File: src/pbkdf_pkg.sv
// Shared types and constants for the PBKDF2 HMAC-SHA-512 engine.
// Holds the SHA-512 tables, the command and status structs and the message codes.
// No dependencies.
package pbkdf_pkg;

    typedef logic [7:0][63:0] t_h8;

    localparam int BLK_W = 8;

    localparam logic [1:0] CMD_PASSWORD = 2'd0;
    localparam logic [1:0] CMD_SALT     = 2'd1;
    localparam logic [1:0] CMD_START    = 2'd2;

    localparam logic REG_ITER = 1'b0;
    localparam logic REG_KLEN = 1'b1;

    localparam logic [63:0] IPAD_W  = {8{8'h36}};
    localparam logic [63:0] OPAD_W  = {8{8'h5c}};
    localparam logic [63:0] U_PAD_W = 64'h8000_0000_0000_0000;
    localparam logic [63:0] U_LEN_W = 64'd1536;

    // message kinds fed to the compression unit
    typedef enum logic [2:0] {
        MSG_PW_RAW, MSG_PW_FIN, MSG_PAD_I, MSG_PAD_O, MSG_SALT, MSG_U_CHAIN, MSG_U_INNER
    } t_msg;

    typedef enum logic [2:0] {
        CH_INIT, CH_LKH, CH_IPAD, CH_OPAD, CH_INNER
    } t_chain;

    typedef enum logic [2:0] {
        DST_LKH, DST_IPAD, DST_OPAD, DST_INNER, DST_CHAIN
    } t_dest;

    typedef struct packed {
        logic             pw_wr;
        logic             pw_latched;
        logic             latch;
        logic             salt_wr;
        logic             mark_set;
        logic             go;
        t_msg             kind;
        t_chain           chain;
        t_dest            dest;
        logic [BLK_W-1:0] blk;
        logic [3:0]       blk_num;
        logic             acc_first;
        logic             clear;
        logic             out_load;
        logic             out_err;
        logic [2:0]       out_j;
        logic [3:0]       out_cnt;
        logic             out_last;
    } t_dp_cmd;

    typedef struct packed {
        logic             done;
        logic             len_full;
        logic             len_boundary;
        logic             long_pw;
        logic             ovf;
        logic             salt_full;
        logic [BLK_W-1:0] fin_last;
        logic [BLK_W-1:0] salt_last;
        logic             out_free;
    } t_dp_sts;

    localparam t_h8 INIT_H = {
        64'h5be0cd19137e2179, 64'h1f83d9abfb41bd6b, 64'h9b05688c2b3e6c1f, 64'h510e527fade682d1,
        64'ha54ff53a5f1d36f1, 64'h3c6ef372fe94f82b, 64'hbb67ae8584caa73b, 64'h6a09e667f3bcc908
    };

    localparam logic [63:0] K_TAB [80] = '{
        64'h428a2f98d728ae22, 64'h7137449123ef65cd, 64'hb5c0fbcfec4d3b2f, 64'he9b5dba58189dbbc,
        64'h3956c25bf348b538, 64'h59f111f1b605d019, 64'h923f82a4af194f9b, 64'hab1c5ed5da6d8118,
        64'hd807aa98a3030242, 64'h12835b0145706fbe, 64'h243185be4ee4b28c, 64'h550c7dc3d5ffb4e2,
        64'h72be5d74f27b896f, 64'h80deb1fe3b1696b1, 64'h9bdc06a725c71235, 64'hc19bf174cf692694,
        64'he49b69c19ef14ad2, 64'hefbe4786384f25e3, 64'h0fc19dc68b8cd5b5, 64'h240ca1cc77ac9c65,
        64'h2de92c6f592b0275, 64'h4a7484aa6ea6e483, 64'h5cb0a9dcbd41fbd4, 64'h76f988da831153b5,
        64'h983e5152ee66dfab, 64'ha831c66d2db43210, 64'hb00327c898fb213f, 64'hbf597fc7beef0ee4,
        64'hc6e00bf33da88fc2, 64'hd5a79147930aa725, 64'h06ca6351e003826f, 64'h142929670a0e6e70,
        64'h27b70a8546d22ffc, 64'h2e1b21385c26c926, 64'h4d2c6dfc5ac42aed, 64'h53380d139d95b3df,
        64'h650a73548baf63de, 64'h766a0abb3c77b2a8, 64'h81c2c92e47edaee6, 64'h92722c851482353b,
        64'ha2bfe8a14cf10364, 64'ha81a664bbc423001, 64'hc24b8b70d0f89791, 64'hc76c51a30654be30,
        64'hd192e819d6ef5218, 64'hd69906245565a910, 64'hf40e35855771202a, 64'h106aa07032bbd1b8,
        64'h19a4c116b8d2d0c8, 64'h1e376c085141ab53, 64'h2748774cdf8eeb99, 64'h34b0bcb5e19b48a8,
        64'h391c0cb3c5c95a63, 64'h4ed8aa4ae3418acb, 64'h5b9cca4f7763e373, 64'h682e6ff3d6b2b8a3,
        64'h748f82ee5defb2fc, 64'h78a5636f43172f60, 64'h84c87814a1f0ab72, 64'h8cc702081a6439ec,
        64'h90befffa23631e28, 64'ha4506cebde82bde9, 64'hbef9a3f7b2c67915, 64'hc67178f2e372532b,
        64'hca273eceea26619c, 64'hd186b8c721c0c207, 64'heada7dd6cde0eb1e, 64'hf57d4f7fee6ed178,
        64'h06f067aa72176fba, 64'h0a637dc5a2c898a6, 64'h113f9804bef90dae, 64'h1b710b35131c471b,
        64'h28db77f523047d84, 64'h32caab7b40c72493, 64'h3c9ebe0a15c9bebc, 64'h431d67c49c100d4c,
        64'h4cc5d4becb3e42b6, 64'h597f299cfc657e2a, 64'h5fcb6fab3ad6faec, 64'h6c44198c4a475817
    };

endpackage

File: src/pbkdf_ctrl.sv
// Controller: request decode, configuration registers and the derivation sequence.
// Drives the datapath through t_dp_cmd and reads t_dp_sts. Depends on pbkdf_pkg.
module pbkdf_ctrl #(
    parameter int MAX_KEY_BYTES = 512
) (
    input  logic               i_clk,
    input  logic               i_rst_n,
    input  logic               i_in_valid,
    output logic               o_in_stall,
    input  logic [1:0]         i_command,
    input  logic               i_cfg_valid,
    output logic               o_cfg_ready,
    input  logic               i_cfg_index,
    input  logic [30:0]        i_cfg_data,
    output pbkdf_pkg::t_dp_cmd o_cmd,
    input  pbkdf_pkg::t_dp_sts i_sts
);
    import pbkdf_pkg::*;

    typedef enum logic [11:0] {
        S_IDLE  = 12'b0000_0000_0001,
        S_PWCMP = 12'b0000_0000_0010,
        S_PWWR  = 12'b0000_0000_0100,
        S_FIN   = 12'b0000_0000_1000,
        S_IPAD  = 12'b0000_0001_0000,
        S_OPAD  = 12'b0000_0010_0000,
        S_SALT  = 12'b0000_0100_0000,
        S_OUTER = 12'b0000_1000_0000,
        S_INNER = 12'b0001_0000_0000,
        S_EMIT  = 12'b0010_0000_0000,
        S_ERR   = 12'b0100_0000_0000,
        S_CLEAR = 12'b1000_0000_0000
    } t_state;

    t_state           r_state, n_state;
    logic             r_issued, n_issued;
    logic [BLK_W-1:0] r_sb, n_sb;
    logic [3:0]       r_blknum, n_blknum;
    logic [30:0]      r_it, n_it;
    logic [9:0]       r_emit, n_emit;
    logic [2:0]       r_j, n_j;
    logic [30:0]      r_iter;
    logic [9:0]       r_klen;

    logic             acc_in;
    logic [9:0]       klen, left;
    logic [3:0]       cnt;
    logic             last;
    logic [30:0]      iters;
    logic             busy_cmp;

    // configuration registers
    assign o_cfg_ready = (r_state == S_IDLE);
    always_ff @(posedge i_clk) begin
        if (!i_rst_n) begin
            r_iter <= 31'd2048;
            r_klen <= 10'd64;
        end else if (i_cfg_valid && o_cfg_ready) begin
            case (i_cfg_index)
                REG_ITER: r_iter <= i_cfg_data;
                REG_KLEN: r_klen <= i_cfg_data[9:0];
                default:  r_iter <= r_iter;
            endcase
        end
    end

    assign o_in_stall = (r_state != S_IDLE);
    assign acc_in     = i_in_valid && !o_in_stall;
    assign klen       = (r_klen > 10'(MAX_KEY_BYTES)) ? 10'(MAX_KEY_BYTES) : r_klen;
    assign left       = klen - r_emit;
    assign cnt        = (left < 10'd8) ? left[3:0] : 4'd8;
    assign last       = (11'(r_emit) + 11'(cnt)) >= 11'(klen);
    assign iters      = (r_iter == 31'd0) ? 31'd1 : r_iter;
    assign busy_cmp   = (r_state == S_PWCMP) || (r_state == S_FIN) || (r_state == S_IPAD)
                     || (r_state == S_OPAD) || (r_state == S_SALT) || (r_state == S_OUTER)
                     || (r_state == S_INNER);

    // sequence
    always_comb begin
        n_state  = r_state;
        n_issued = r_issued;
        n_sb     = r_sb;
        n_blknum = r_blknum;
        n_it     = r_it;
        n_emit   = r_emit;
        n_j      = r_j;
        o_cmd         = '0;
        o_cmd.kind    = MSG_PW_RAW;
        o_cmd.chain   = CH_INIT;
        o_cmd.dest    = DST_LKH;
        o_cmd.blk     = r_sb;
        o_cmd.blk_num = r_blknum;
        o_cmd.acc_first = (r_it == 31'd0);
        if (busy_cmp) begin
            o_cmd.go = !r_issued;
            n_issued = 1'b1;
            if (i_sts.done) begin
                n_issued = 1'b0;
            end
        end
        case (r_state)
            S_IDLE: begin
                if (acc_in) begin
                    case (i_command)
                        CMD_PASSWORD: begin
                            if (i_sts.len_full) begin
                                o_cmd.mark_set = 1'b1;
                            end else if (i_sts.len_boundary) begin
                                o_cmd.latch = 1'b1;
                                n_state     = S_PWCMP;
                            end else begin
                                o_cmd.pw_wr = 1'b1;
                            end
                        end
                        CMD_SALT: begin
                            o_cmd.salt_wr  = !i_sts.salt_full;
                            o_cmd.mark_set = i_sts.salt_full;
                        end
                        CMD_START: begin
                            n_sb     = '0;
                            n_blknum = 4'd1;
                            n_it     = 31'd0;
                            n_emit   = 10'd0;
                            n_j      = 3'd0;
                            if (i_sts.ovf || klen == 10'd0) begin
                                n_state = S_ERR;
                            end else if (i_sts.long_pw) begin
                                n_state = S_FIN;
                            end else begin
                                n_state = S_IPAD;
                            end
                        end
                        default: begin
                        end
                    endcase
                end
            end
            S_PWCMP: begin
                o_cmd.chain = CH_LKH;
                if (i_sts.done) begin
                    n_state = S_PWWR;
                end
            end
            S_PWWR: begin
                o_cmd.pw_wr      = 1'b1;
                o_cmd.pw_latched = 1'b1;
                n_state          = S_IDLE;
            end
            S_FIN: begin
                o_cmd.kind  = MSG_PW_FIN;
                o_cmd.chain = CH_LKH;
                if (i_sts.done) begin
                    n_sb = r_sb + BLK_W'(1);
                    if (r_sb == i_sts.fin_last) begin
                        n_sb    = '0;
                        n_state = S_IPAD;
                    end
                end
            end
            S_IPAD: begin
                o_cmd.kind = MSG_PAD_I;
                o_cmd.dest = DST_IPAD;
                if (i_sts.done) begin
                    n_state = S_OPAD;
                end
            end
            S_OPAD: begin
                o_cmd.kind = MSG_PAD_O;
                o_cmd.dest = DST_OPAD;
                if (i_sts.done) begin
                    n_state = S_SALT;
                end
            end
            S_SALT: begin
                o_cmd.kind  = MSG_SALT;
                o_cmd.chain = (r_sb == '0) ? CH_IPAD : CH_INNER;
                o_cmd.dest  = DST_INNER;
                if (i_sts.done) begin
                    n_sb = r_sb + BLK_W'(1);
                    if (r_sb == i_sts.salt_last) begin
                        n_sb    = '0;
                        n_state = S_OUTER;
                    end
                end
            end
            S_OUTER: begin
                o_cmd.kind  = MSG_U_INNER;
                o_cmd.chain = CH_OPAD;
                o_cmd.dest  = DST_CHAIN;
                if (i_sts.done) begin
                    n_it    = r_it + 31'd1;
                    n_state = ((r_it + 31'd1) < iters) ? S_INNER : S_EMIT;
                end
            end
            S_INNER: begin
                o_cmd.kind  = MSG_U_CHAIN;
                o_cmd.chain = CH_IPAD;
                o_cmd.dest  = DST_INNER;
                if (i_sts.done) begin
                    n_state = S_OUTER;
                end
            end
            S_EMIT: begin
                if (i_sts.out_free) begin
                    o_cmd.out_load = 1'b1;
                    o_cmd.out_j    = r_j;
                    o_cmd.out_cnt  = cnt;
                    o_cmd.out_last = last;
                    n_emit         = r_emit + 10'(cnt);
                    n_j            = r_j + 3'd1;
                    if (last) begin
                        n_state = S_CLEAR;
                    end else if (r_j == 3'd7) begin
                        n_blknum = r_blknum + 4'd1;
                        n_it     = 31'd0;
                        n_sb     = '0;
                        n_state  = S_SALT;
                    end
                end
            end
            S_ERR: begin
                if (i_sts.out_free) begin
                    o_cmd.out_load = 1'b1;
                    o_cmd.out_err  = i_sts.ovf;
                    o_cmd.out_last = 1'b1;
                    n_state        = S_CLEAR;
                end
            end
            S_CLEAR: begin
                o_cmd.clear = 1'b1;
                n_state     = S_IDLE;
            end
            default: begin
                n_state = S_IDLE;
            end
        endcase
        if (r_state == S_PWCMP || r_state == S_FIN) begin
            o_cmd.dest = DST_LKH;
        end
    end

    always_ff @(posedge i_clk) begin
        if (!i_rst_n) begin
            r_state  <= S_IDLE;
            r_issued <= 1'b0;
            r_sb     <= '0;
            r_blknum <= 4'd0;
            r_it     <= 31'd0;
            r_emit   <= 10'd0;
            r_j      <= 3'd0;
        end else begin
            r_state  <= n_state;
            r_issued <= n_issued;
            r_sb     <= n_sb;
            r_blknum <= n_blknum;
            r_it     <= n_it;
            r_emit   <= n_emit;
            r_j      <= n_j;
        end
    end

    // a completion only arrives for a compression that was started
    a_done_awaited: assert property (@(posedge i_clk) disable iff (!i_rst_n)
        i_sts.done |-> r_issued)
        else $error("compression done without a pending start");

    // a result is loaded only when the result register can take it
    a_load_free: assert property (@(posedge i_clk) disable iff (!i_rst_n)
        o_cmd.out_load |-> i_sts.out_free)
        else $error("result loaded over an untaken result");

    // a start is issued once per compression
    a_single_go: assert property (@(posedge i_clk) disable iff (!i_rst_n)
        o_cmd.go |=> !o_cmd.go)
        else $error("second start before completion");

    // the final result of a derivation is followed by clearing the buffers
    a_last_clear: assert property (@(posedge i_clk) disable iff (!i_rst_n)
        (o_cmd.out_load && o_cmd.out_last) |=> o_cmd.clear)
        else $error("buffers not cleared after the final result");

endmodule

File: config.mk
export PLATFORM = sky130hd
export DESIGN_NAME = pbkdf_ctrl
export DESIGN_NICKNAME = d
export VERILOG_FILES = /design/src/pbkdf_pkg.sv /design/src/pbkdf_ctrl.sv
export SDC_FILE = /design/constraint.sdc
export NUM_CORES = 1
export LEC_CHECK = 0
export BUFFER_PORTS_ARGS = -buffer_cell sky130_fd_sc_hd__buf_4
export CAP_MARGIN = 20
export CORE_MARGIN = 2
export CORE_UTILIZATION = 60
export CTS_BUF_LIST = sky130_fd_sc_hd__clkbuf_8 sky130_fd_sc_hd__clkbuf_16
export CTS_CLUSTER_SIZE = 24
export DETAILED_ROUTE_END_ITERATION = 10
export HOLD_SLACK_MARGIN = 0.02
export PLACE_DENSITY = 0.83
export SLEW_MARGIN = 0
export SYNTH_ARGS = -nofsm -noshare
export SYNTH_HDL_FRONTEND = slang
export SYNTH_SLANG_ARGS = --single-unit
export TNS_END_PERCENT = 30
File: constraint.sdc
create_clock -name i_clk -period 15.2 [get_ports i_clk]
set_input_delay 0.76 -clock i_clk [delete_from_list [all_inputs] [get_ports i_clk]]
set_output_delay 0.76 -clock i_clk [all_outputs]
set_load 0.01 [all_outputs]
Yosys cells after proc, flatten, opt, wreduce, memory -nomap -nowiden --
Cells that the tools add are included.
Word-level totals: register bits after elaboration 110, output and inout port bits 41, word-level logic and storage cells 171, memories 0, input bits 61, bits in read-only memories 0, latch bits 0, bits in writable memories 0
Cells by class: magnitude comparators 4, shift-type cells 0, mux-type cells 84, divide/modulo/power cells 0, $mul 0, reduce and logical (&&, ||, !) cells 29, equal/unequal tests 37, bitwise logic cells 1, add/sub/neg operators 7
Operators with widths (number):
- $mux W31 | 7
- $mux W12 | 17
- $pmux W12 S10 | 1
- $pmux W31 S3 | 1
- $mux W8 | 10
- $logic_not A31 Y1 | 2
- $mux W10 | 5
- $pmux W8 S4 | 1
- $add A31 B1 Y31 const B | 1
- $lt A31 B31 Y1 | 1
- $mux W4 | 6
- $ne A2 B2 Y1 const B | 12
- $pmux W12 S2 | 1
- $pmux W3 S4 | 2
- $mux W3 | 7
- $pmux W10 S2 | 1
- $pmux W3 S6 | 1
- $eq A8 B8 Y1 | 2
- $reduce_and A16 Y1 | 1
- $mux W1 | 15
- $eq A12 B1 Y1 const B | 1
- $eq A12 B10 Y1 const B | 1
- $eq A12 B11 Y1 const B | 1
- $eq A12 B12 Y1 const B | 1
- 46 further kinds | 64

Depth between registers and ports, before layout --
Gate-level depths: netlist of run 1.
depth after elaboration 10, mapped depth 29, depth with buffers taken out 26

Worst setup path before layout of run 1 --
OpenSTA, ideal clock, no wires.
path kind register to register, start register r_klen[9], end register r_it[23], path buffers 2, stages on the path, launching flop included 26, period minus slack after synthesis 5.834 ns, path slack 9.366 ns, arrival time 5.763 ns, library setup time 0.070 ns, data required time 15.130 ns, cell sequence dfxtp_1 -> clkinv_1 -> nand2_1 -> inv_1 -> ha_1 -> clkbuf_1 -> o2111a_1 -> or4_1 -> a221oi_1 -> nand4_1 -> nor2_1 -> ha_1 -> a21o_1 -> a21oi_1 -> nor2b_1 -> o21ai_0 -> nor3_1 -> xnor2_1 -> ha_1 -> o21a_1 -> o21ai_0 -> o2111ai_1 -> a221o_1 -> buf_6 -> or3b_1 -> a21oi_1
On the way: cells in the longest elaborated chain, start to end 9
Ends and longest elaborated chain:
- start, declared | RTL line pbkdf_ctrl.sv:43 | logic [9:0] r_klen;
- start signal, assigned | RTL line pbkdf_ctrl.sv:61 | REG_KLEN: r_klen <= i_cfg_data[9:0];
- $gt A10 B10 Y1 | RTL line pbkdf_ctrl.sv:69 | assign klen = (r_klen > 10'(MAX_KEY_BYTES)) ? 10'(MAX_KEY_BYTES) : r_klen;
- $mux W10 (*) | RTL line pbkdf_ctrl.sv:69
- $sub A10 B10 Y10 | RTL line pbkdf_ctrl.sv:70 | assign left = klen - r_emit;
- $lt A10 B4 Y1 | RTL line pbkdf_ctrl.sv:71 | assign cnt = (left < 10'd8) ? left[3:0] : 4'd8;
- $mux W4 | RTL line pbkdf_ctrl.sv:71
- $add A10 B4 Y11 | RTL line pbkdf_ctrl.sv:72 | assign last = (11'(r_emit) + 11'(cnt)) >= 11'(klen);
- $ge A11 B10 Y1 (*) | RTL line pbkdf_ctrl.sv:72
- $ne A2 B2 Y1 (no source line) (*)
- $reduce_and A7 Y1 (no source line) (*)
- end signal, assigned | RTL line pbkdf_ctrl.sv:256 | r_it <= n_it;
- end, declared | RTL line pbkdf_ctrl.sv:39 | logic [30:0] r_it, n_it;
Every way passes the cells marked *; elsewhere a longest branch is shown, timed or not. A chain may end at the register's enable or synchronous reset.

==> summary.md, run 1 <==
| Metric | Value |
|---|---|
| Core ar. | 12500 µm² |
| Ys flop type | dfxtp_1 |
| F_max | 0.143 GHz |
| Final clock skew | 0.00984 ns |
| Worst-margin pin slew | 0.788 ns |
| VDD IR max | 0.0723 mV |
| Vias in the first global route | 6636 |
| Total CTS buffers | 9 |
| Post-CTS Setup Repair Bufs | 0 |
| Setup slack, reg-to-reg | 8.48 ns |
| Starting density of the core | 0.609 |
| Standard-cell rows | 41 |
| Post-Layout Cell Count | 1258 |
| Antenna Nets Post-Route | 0 |
| DIE WIDTH | 117 µm |
| Sequential share of the synthesized area | 0.290 |
| Via Count | 7552 |
| Top cell type's share of synthesized area | 0.290 |
| Initial antenna violation count | 0 |
| Delay-heaviest family, CP | compound AO/OA/AOI/OAI gates |
| Synthesized cell area | 7590 µm² |
| Die ar. | 13600 µm² |
| Synthesized instance count | 1012 |
| Setup Viol. Count Final | 0 |
| Period minus WS final | 6.98 ns |
| DR WL/cell | 16.0 µm |
| Port Buf Inserts | 101 |
| Hold Violations, Final | 0 |
| Simple-gate share of the synthesized area | 0.291 |
| Crit-path slowest cell | o21ai_0 |
| Fin crit share | 0.459 |
| Clock-pin slew on the worst setup and hold paths | 0.07 ns |
| CTS H-tree lvls | 3 |
| Top cells by area, synth | dfxtp_1 29%, ha_1 10%, nand2_1 7.4%, a21oi_1 7.1%, xnor2_1 3.7% |
| Most frequent cells in the layout | 150 x nand2_1, 110 x dfxtp_1, 108 x a21oi_1, 108 x buf_4, 69 x nor2_1 |
| Post-synthesis compound-gate area fraction | 0.177 |
| Crit path cell chain | clkinv_1 > nand2_1 > inv_1 > ha_1 > o2111a_1 > or4_1 > a221oi_1 > nand4_1 > nor2_1 > ha_1 > a21o_1 > a21oi_1 > nor2b_1 > o21ai_0 > nor3_1 > xnor2_1 > ha_1 > o21a_1 > o21ai_0 > o21ai_0 > a21oi_1 > nor2_1 > buf_4 |
| Syn nets | 1136 |
| Post-synth EDFFs | 0 |
| Iter 0 DRT Violations | 605 |
| CTS sink count | 110 |
| Adder-Cell Fraction of Synth Area | 0.106 |
| First-pass GRT wire length | 32100 µm |
| Combinational family with the most area after synthesis | simple AND/OR/NAND/NOR gates |
| Clock Path Buffers | 2 |
| CP Class | reg2out |
| Worst Hold Class | reg2reg |
| Total inserted antenna cells | 0 |
| Yosys reg bits | 110 |
| Final TNS setup | 0 ns |
| Mean Syn Cell Area | 7.50 µm² |
| Mux contribution to synthesized area | 0.00544 |
| CTS tree | yes |
| GR Util All Layers | 0.299 |
| Residual DRC | 0 |
| Crit-path max FO | 9 |
| Crit end category | primary output |
| Hpwl dp | 15000 µm |
| WL final | 20100 µm |
| CP arrival | 6.22 ns |
| Worst Path Required | 14.44 ns |
| Synth warn | 0 |
| Commonest non-fill, non-tap cell in the layout | nand2_1 |
| Area grow syn2layout | 15.1% |
| Buffer and inverter count on the worst path | 3 |
| Clk Latency, worst-skew pair | 0.36 ns |
| First drt pass iteration count | 7 |
| Via/cell ratio | 6.00 |
| Slew Limit Fails | 0 |
| Worst slew margin | 0.470 |
| Largest net degree at the start of global routing | 59 |
| Yosys top cell by area | dfxtp_1 |
| Post-CTS resize count | 0 |
| Leak Pwr | 3.67 nW |
| Hold_ws | 0.478 ns |
| CTS root buf | clkbuf_16 |
| Nets | 1205 |
| Hold_buf cts | 0 |
| Die height | 117 µm |
| Status | finished, final reports clean |
| RSZ-0062 raised after global routing | false |
| Routability cong. | 0.979 |
| Maxcap violations | 0 |
| Total gr overflow | 0 |
| Share of cells above drive strength 1 | 0.136 |
| XOR/XNOR Fraction of Synth Area | 0.0703 |
| CP max stage delay | 0.47 ns |
| # IOs | 102 |
| Power Density | 98.4 nW/µm² |
| Async S/R FF share, synth | 0 |
| Yosys cell types | 67 |
| # fillers | 1080 |
| Crit path launch type | flip-flop |
| Dpl cells | 1242 |
[routing by layer]
metal / vias to the layer above / global-route usage / routed length, µm
li1: 3703 / - / -
met1: 3499 / 0.391 / 8600
met2: 311 / 0.497 / 9440
met3: 39 / 0.0462 / 1520
met4: 0 / 0.120 / 533
met5: - / 0 / 0
[final cells by class]
| cell class | instances | area, µm² | area share |
|---|---|---|---|
| Clock buffer | 12 | 267 | 0.0305 |
| Clock inverter | 4 | 35.0 | 0.00401 |
| Inverter | 67 | 251 | 0.0288 |
| Multi-Input combinational cell | 784 | 4940 | 0.564 |
| Sequential cell | 110 | 2200 | 0.252 |
| Tap cell | 172 | 215 | 0.0246 |
| Timing Repair Buffer | 109 | 838 | 0.0959 |
[cells in the mapped netlist, types with 24 or more instances]
| library cell | instances |
|---|---|
| a21oi_1 | 108 |
| clkbuf_1 | 43 |
| dfxtp_1 | 110 |
| ha_1 | 61 |
| inv_1 | 65 |
| nand2_1 | 150 |
| nand3_1 | 31 |
| nand4_1 | 24 |
| nor2_1 | 70 |
| nor4_1 | 24 |
| o21ai_0 | 51 |
| xnor2_1 | 32 |
| xor2_1 | 29 |
[tightest hold or removal path, delay by kind of cell, from the launching register on]
family          cells  cell delay [ns]
flops               1             0.33
compound gates      1             0.05
simple gates        1             0.06
[logic make-up (layout without fill, tap and decap cells)]
family / Yosys count / after routing
flops: 110 / 110
fa+ha+maj: 63 / 63
mux: 4 / 4
buf+inv: 118 / 192
compound gates: 227 / 227
xor+xnor: 61 / 61
simple gates: 429 / 429
[worst paths after layout]
| path | start | to | cells past startpoint |
|---|---|---|---|
| worst min-delay path | r_iter[18]$_SDFFE_PN0P_ | r_iter[18]$_SDFFE_PN0P_ | 2 |
| worst min register to register | r_iter[18]$_SDFFE_PN0P_ | r_iter[18]$_SDFFE_PN0P_ | 2 |
| worst max-delay path | r_klen[9]$_SDFFE_PN0P_ | o_cmd[0] | 23 |
| worst max register to register | r_klen[9]$_SDFFE_PN0P_ | r_it[5]$_SDFFE_PN0P_ | 24 |
[power by group]
group	total [W]	leakage (nW)	switching [W]	internal (W)
logic	0.000293	2.63	0.000183	0.000110
registers	0.000327	0.890	0.0000204	0.000307
clock network	0.000240	0.150	0.000113	0.000127
[through the flow]
| stage | utilization | power [W] | setup WS (ns) | instance area, µm² |
|---|---|---|---|---|
| after floorplan | - | 0.000541 | 9.37 | 7590 |
| after global placement | 0.675 | 0.000611 | 8.87 | 8420 |
| after detailed placement | 0.677 | 0.000621 | 8.57 | 8440 |
| after CTS | 0.701 | 0.000859 | 8.29 | 8740 |
| after global routing | 0.701 | 0.000910 | 7.53 | 8740 |
| final | 0.701 | 0.000861 | 8.22 | 8740 |
[flip-flops by register name, indices dropped and copies added (netlist names)]
register,flops
r_blknum,4
r_emit,10
r_issued,1
r_it,31
r_iter,31
r_j,3
r_klen,10
r_sb,8
r_state,12
Note: power is estimated with default switching activity, not from simulation.
==> inputs of run 2 (changes only) <==
Settings changed: ABC_AREA set to 1, CORE_UTILIZATION 60 to 59, PLACE_DENSITY 0.83 to 0.81.
Clock period 15.2 ns to 6.94 ns, I/O delays scaled along.
==> run 2 against run 1 <==
Sequential share of layout area shrank 0.64 points. Wire length fell by 5.0%. Count of clock-buffer cells in the layout shrank 1. Setup slack lost 7.5 ns. Worst hold slack worse by 0.21 ns. Cell area is 2.6% higher. First-iteration DRC count is 28% lower. Utilization decreased by 1.6 points. Synthesized cell count is 11% higher. Area after synthesis rose by 3.0%. Die area rose by 4.6%. Critical endpoint is now r_it[6]$_SDFFE_PN0P_. Largest cell class unchanged. Largest power group is now combinational cells.
==> summary.md, run 2 <==
| Metric | Value |
|---|---|
| Power Density | 326 nW/µm² (+230%) |
| Crit end category | flip-flop |
| # fillers | 1152 (+6.7%) |
| Die ar. | 14200 µm² (+4.6%) |
| Final TNS setup | 0 ns (unchanged) |
| CTS H-tree lvls | 3 (unchanged) |
| Pint | 0.00163 W (+200%) |
| Commonest non-fill, non-tap cell in the layout | nand2_1 |
| Status | finished, final reports clean |
| Final clock skew | 0.00968 ns (-0.000167 ns) |
| Starting density of the core | 0.598 (-0.0115) |
| Sequential share of the synthesized area | 0.282 (-0.00840) |
| Yosys cell types | 52 (-22%) |
| Comb pwr share | 0.501 (+0.160) |
| Overall power | 0.00292 W (+240%) |
| WL final | 19100 µm (-5.0%) |
| Yosys reg bits | 110 (unchanged) |
| CP arrival | 6.51 ns (+0.29 ns) |
| Setup slack, reg-to-reg | 0.69 ns (-7.79 ns) |
| Via/cell ratio | 5.36 (-11%) |
| GR Util All Layers | 0.266 (-0.0331) |
| Leak Pwr | 4.19 nW (+14%) |
| Standard-cell rows | 42 (+2.4%) |
| Via Count | 7433 (-1.6%) |
| Total CTS buffers | 9 (unchanged) |
| DIE WIDTH | 119 µm (+2.3%) |
| Nets | 1331 (+10%) |
| Post-Layout Cell Count | 1387 (+10%) |
| Fin crit share | 0.901 |
| Worst-margin pin slew | 0.945 ns (+0.156 ns) |
| Critical Path Most Common Cell | nand2_1 |
| Clock network power share | 0.196 (-0.083) |
| Crit-path max FO | 34 (+25) |
| Hold_buf cts | 0 (unchanged) |
| RSZ-0062 raised after global routing | false |
| Hold Startpoint | i_cfg_data[3] |
| Port Buf Inserts | 101 (unchanged) |
| Async S/R FF share, synth | 0 (unchanged) |
| Worst Hold Class | in2reg |
| Crit path launch type | flip-flop |
| Top cells by area, synth | dfxtp_1 28%, ha_1 9.8%, nand2_1 8.1%, inv_1 7.9%, a21oi_1 7.6% |
| Largest net degree at the start of global routing | 84 (+42%) |
| Worst setup margin | 0.688 ns (-7.53 ns) |
| Routability cong. | 0.962 (-1.8%) |
| Syn nets | 1252 (+10%) |
| Period minus WS final | 6.25 ns |
| Top cell type's share of synthesized area | 0.282 (-0.00840) |
| Hpwl dp | 14100 µm (-5.8%) |
| VDD IR max | 0.181 mV (+150%) |
| Core ar. | 13100 µm² (+5.0%) |
| Hold Violations, Final | 0 (unchanged) |
| Area grow syn2layout | 14.7% |
| Synthesized cell area | 7820 µm² (+3.0%) |
| Crit-path slowest cell | fa_1 |
| CTS root buf | clkbuf_16 |
| Clk Latency, worst-skew pair | 0.36 ns (about the same) |
| Antenna Nets Post-Route | 0 (unchanged) |
| Clock Path Buffers | 2 (unchanged) |
| Yosys top cell by area | dfxtp_1 |
| Worst r2r src | r_klen[4]$_SDFFE_PN0P_ |
| Iter 0 DRT Violations | 438 (-28%) |
| Worst Path Required | 7.20 ns (-7.24 ns) |
| Residual DRC | 0 (unchanged) |
| Dpl ws | 0.587 ns (-7.99 ns) |
| Worst slew margin | 0.368 (-0.102) |
| Total inserted antenna cells | 0 (unchanged) |
| Fin util | 0.686 (-0.0158) |
| Setup Viol. Count Final | 0 (unchanged) |
| Ys flop type | dfxtp_1 |
| CP Class | reg2reg |
| Switching power | 0.00129 W (+310%) |
| CTS tree | yes |
| Synth top cells by count | 169 x nand2_1, 164 x inv_1, 124 x nor2_1, 119 x a21oi_1, 110 x dfxtp_1 |
| Share of cells above drive strength 1 | 0.161 (+0.0247) |
| F_max | 0.160 GHz |
| Synth warn | 0 (unchanged) |
| Die height | 119 µm (+2.3%) |
| CTS sink count | 110 (unchanged) |
| Most frequent cells in the layout | 169 x nand2_1, 165 x inv_1, 123 x nor2_1 |
| First-pass GRT wire length | 31100 µm (-3.0%) |
| Synthesized instance count | 1128 (+11%) |
| CP max stage delay | 0.41 ns (-0.06 ns) |
| Crit path launch | r_klen[4]$_SDFFE_PN0P_ |
| Count leader, synth | nand2_1 |
| Post-synth EDFFs | 0 (unchanged) |
| Maxcap violations | 0 (unchanged) |
| Initial antenna violation count | 0 (unchanged) |
| Largest registers in the final layout | r_it: 31 flops, r_iter: 31 flops, r_state: 12 flops |
| Dpl cells | 1372 (+10%) |
| DR WL/cell | 13.8 µm (-14%) |
| Total gr overflow | 0 (unchanged) |
| Clock-pin slew on the worst setup and hold paths | 0.07 ns (about the same) |
| First drt pass iteration count | 7 (unchanged) |
| Mean Syn Cell Area | 6.93 µm² (-7.6%) |
| Sequential Power Share | 0.303 (-0.078) |
| Slew Limit Fails | 0 (unchanged) |
| Net Sw Frac | 0.441 (+0.0740) |
| Vias in the first global route | 6797 (+2.4%) |
| # IOs | 102 (unchanged) |
-- run 2: changes by cell type after synthesis, moves of 19 or more --
cell / before / now
inv_1: 65 / 164
nor2_1: 70 / 124
xor2_1: 29 / 52
nand2_1: 150 / 169
and3_1: 19 / 0
o21ai_0: 51 / 89
xnor2_1: 32 / 7
-- run 2: layout make-up --
class / count / area [µm²] / area share
Inverter: 174 / 658 / 0.0734
Tap cell: 176 / 220 / 0.0245
Clock buffer: 11 / 253 / 0.0282
Sequential cell: 110 / 2200 / 0.245
Multi-Input combinational cell: 808 / 4790 / 0.534
Clock inverter: 4 / 71.3 / 0.00795
Timing Repair Buffer: 104 / 781 / 0.0870
-- run 2: power groups by stage --
stage / logic [W] / clock network [W] / registers, W
floorplan: 0.00116 / 0 / 0.000864
global placement: 0.00140 / 0 / 0.000893
detailed placement: 0.00144 / 0 / 0.000896
CTS: 0.00145 / 0.000575 / 0.000884
global route: 0.00165 / 0.000606 / 0.000904
finish: 0.00146 / 0.000573 / 0.000886
-- run 2: logic make-up (layout without fill, tap and decap cells) --
kind of cell               after synthesis  in the layout  share of synthesized area
buffers and inverters                  210            293                      0.107
and+or+nand+nor                        443            443                      0.273
xor gates and xnor gates                59             59                     0.0661
AOI/OAI and AO/OA                      243            243                      0.170
adders and majority gates               63             63                      0.103
DFF                                    110            110                      0.282
-- run 2: layer usage --
layer  global-route usage  routed length, µm  vias to the layer above
li1                     -                  -                     3839
met3               0.0388                901                       24
met2                0.448               8870                      173
met1                0.349               8960                     3397
met5                    0                  0                        -
met4               0.0893                346                        0
-- run 2: path summary, 6_finish.rpt --
path / to / cells after the start
min: r_klen[3]$_SDFFE_PN0P_ / 3
min reg2reg: r_blknum[3]$_SDFFE_PN0P_ / 2
max: r_it[6]$_SDFFE_PN0P_ / 39
max reg2reg: r_it[6]$_SDFFE_PN0P_ / 39
-- run 2: per-stage QoR --
step	hold slack (ns)	instance area, µm²
2_1_floorplan	0.438	7820
3_3_place_gp	0.461	8640
3_5_place_dp	0.460	8640
4_1_cts	0.271	8970
5_1_grt	0.290	8970
6_report	0.265	8970
-- run 2: timing repair --
item / 4_1_cts / 5_1_grt
setup buffers: 0 / 0
resized for setup: 0 / 3
endpoints found under the setup margin: 0 / 29
-- run 2: worst max-delay path, delay by kind of cell, from the launching register on --
kind | cells | cell delay, ns
compound gates | 7 | 1.01
xor+xnor | 1 | 0.15
simple gates | 21 | 2.36
fa+ha+maj | 5 | 1.51
buf+inv | 5 | 0.75
flops | 1 | 0.31
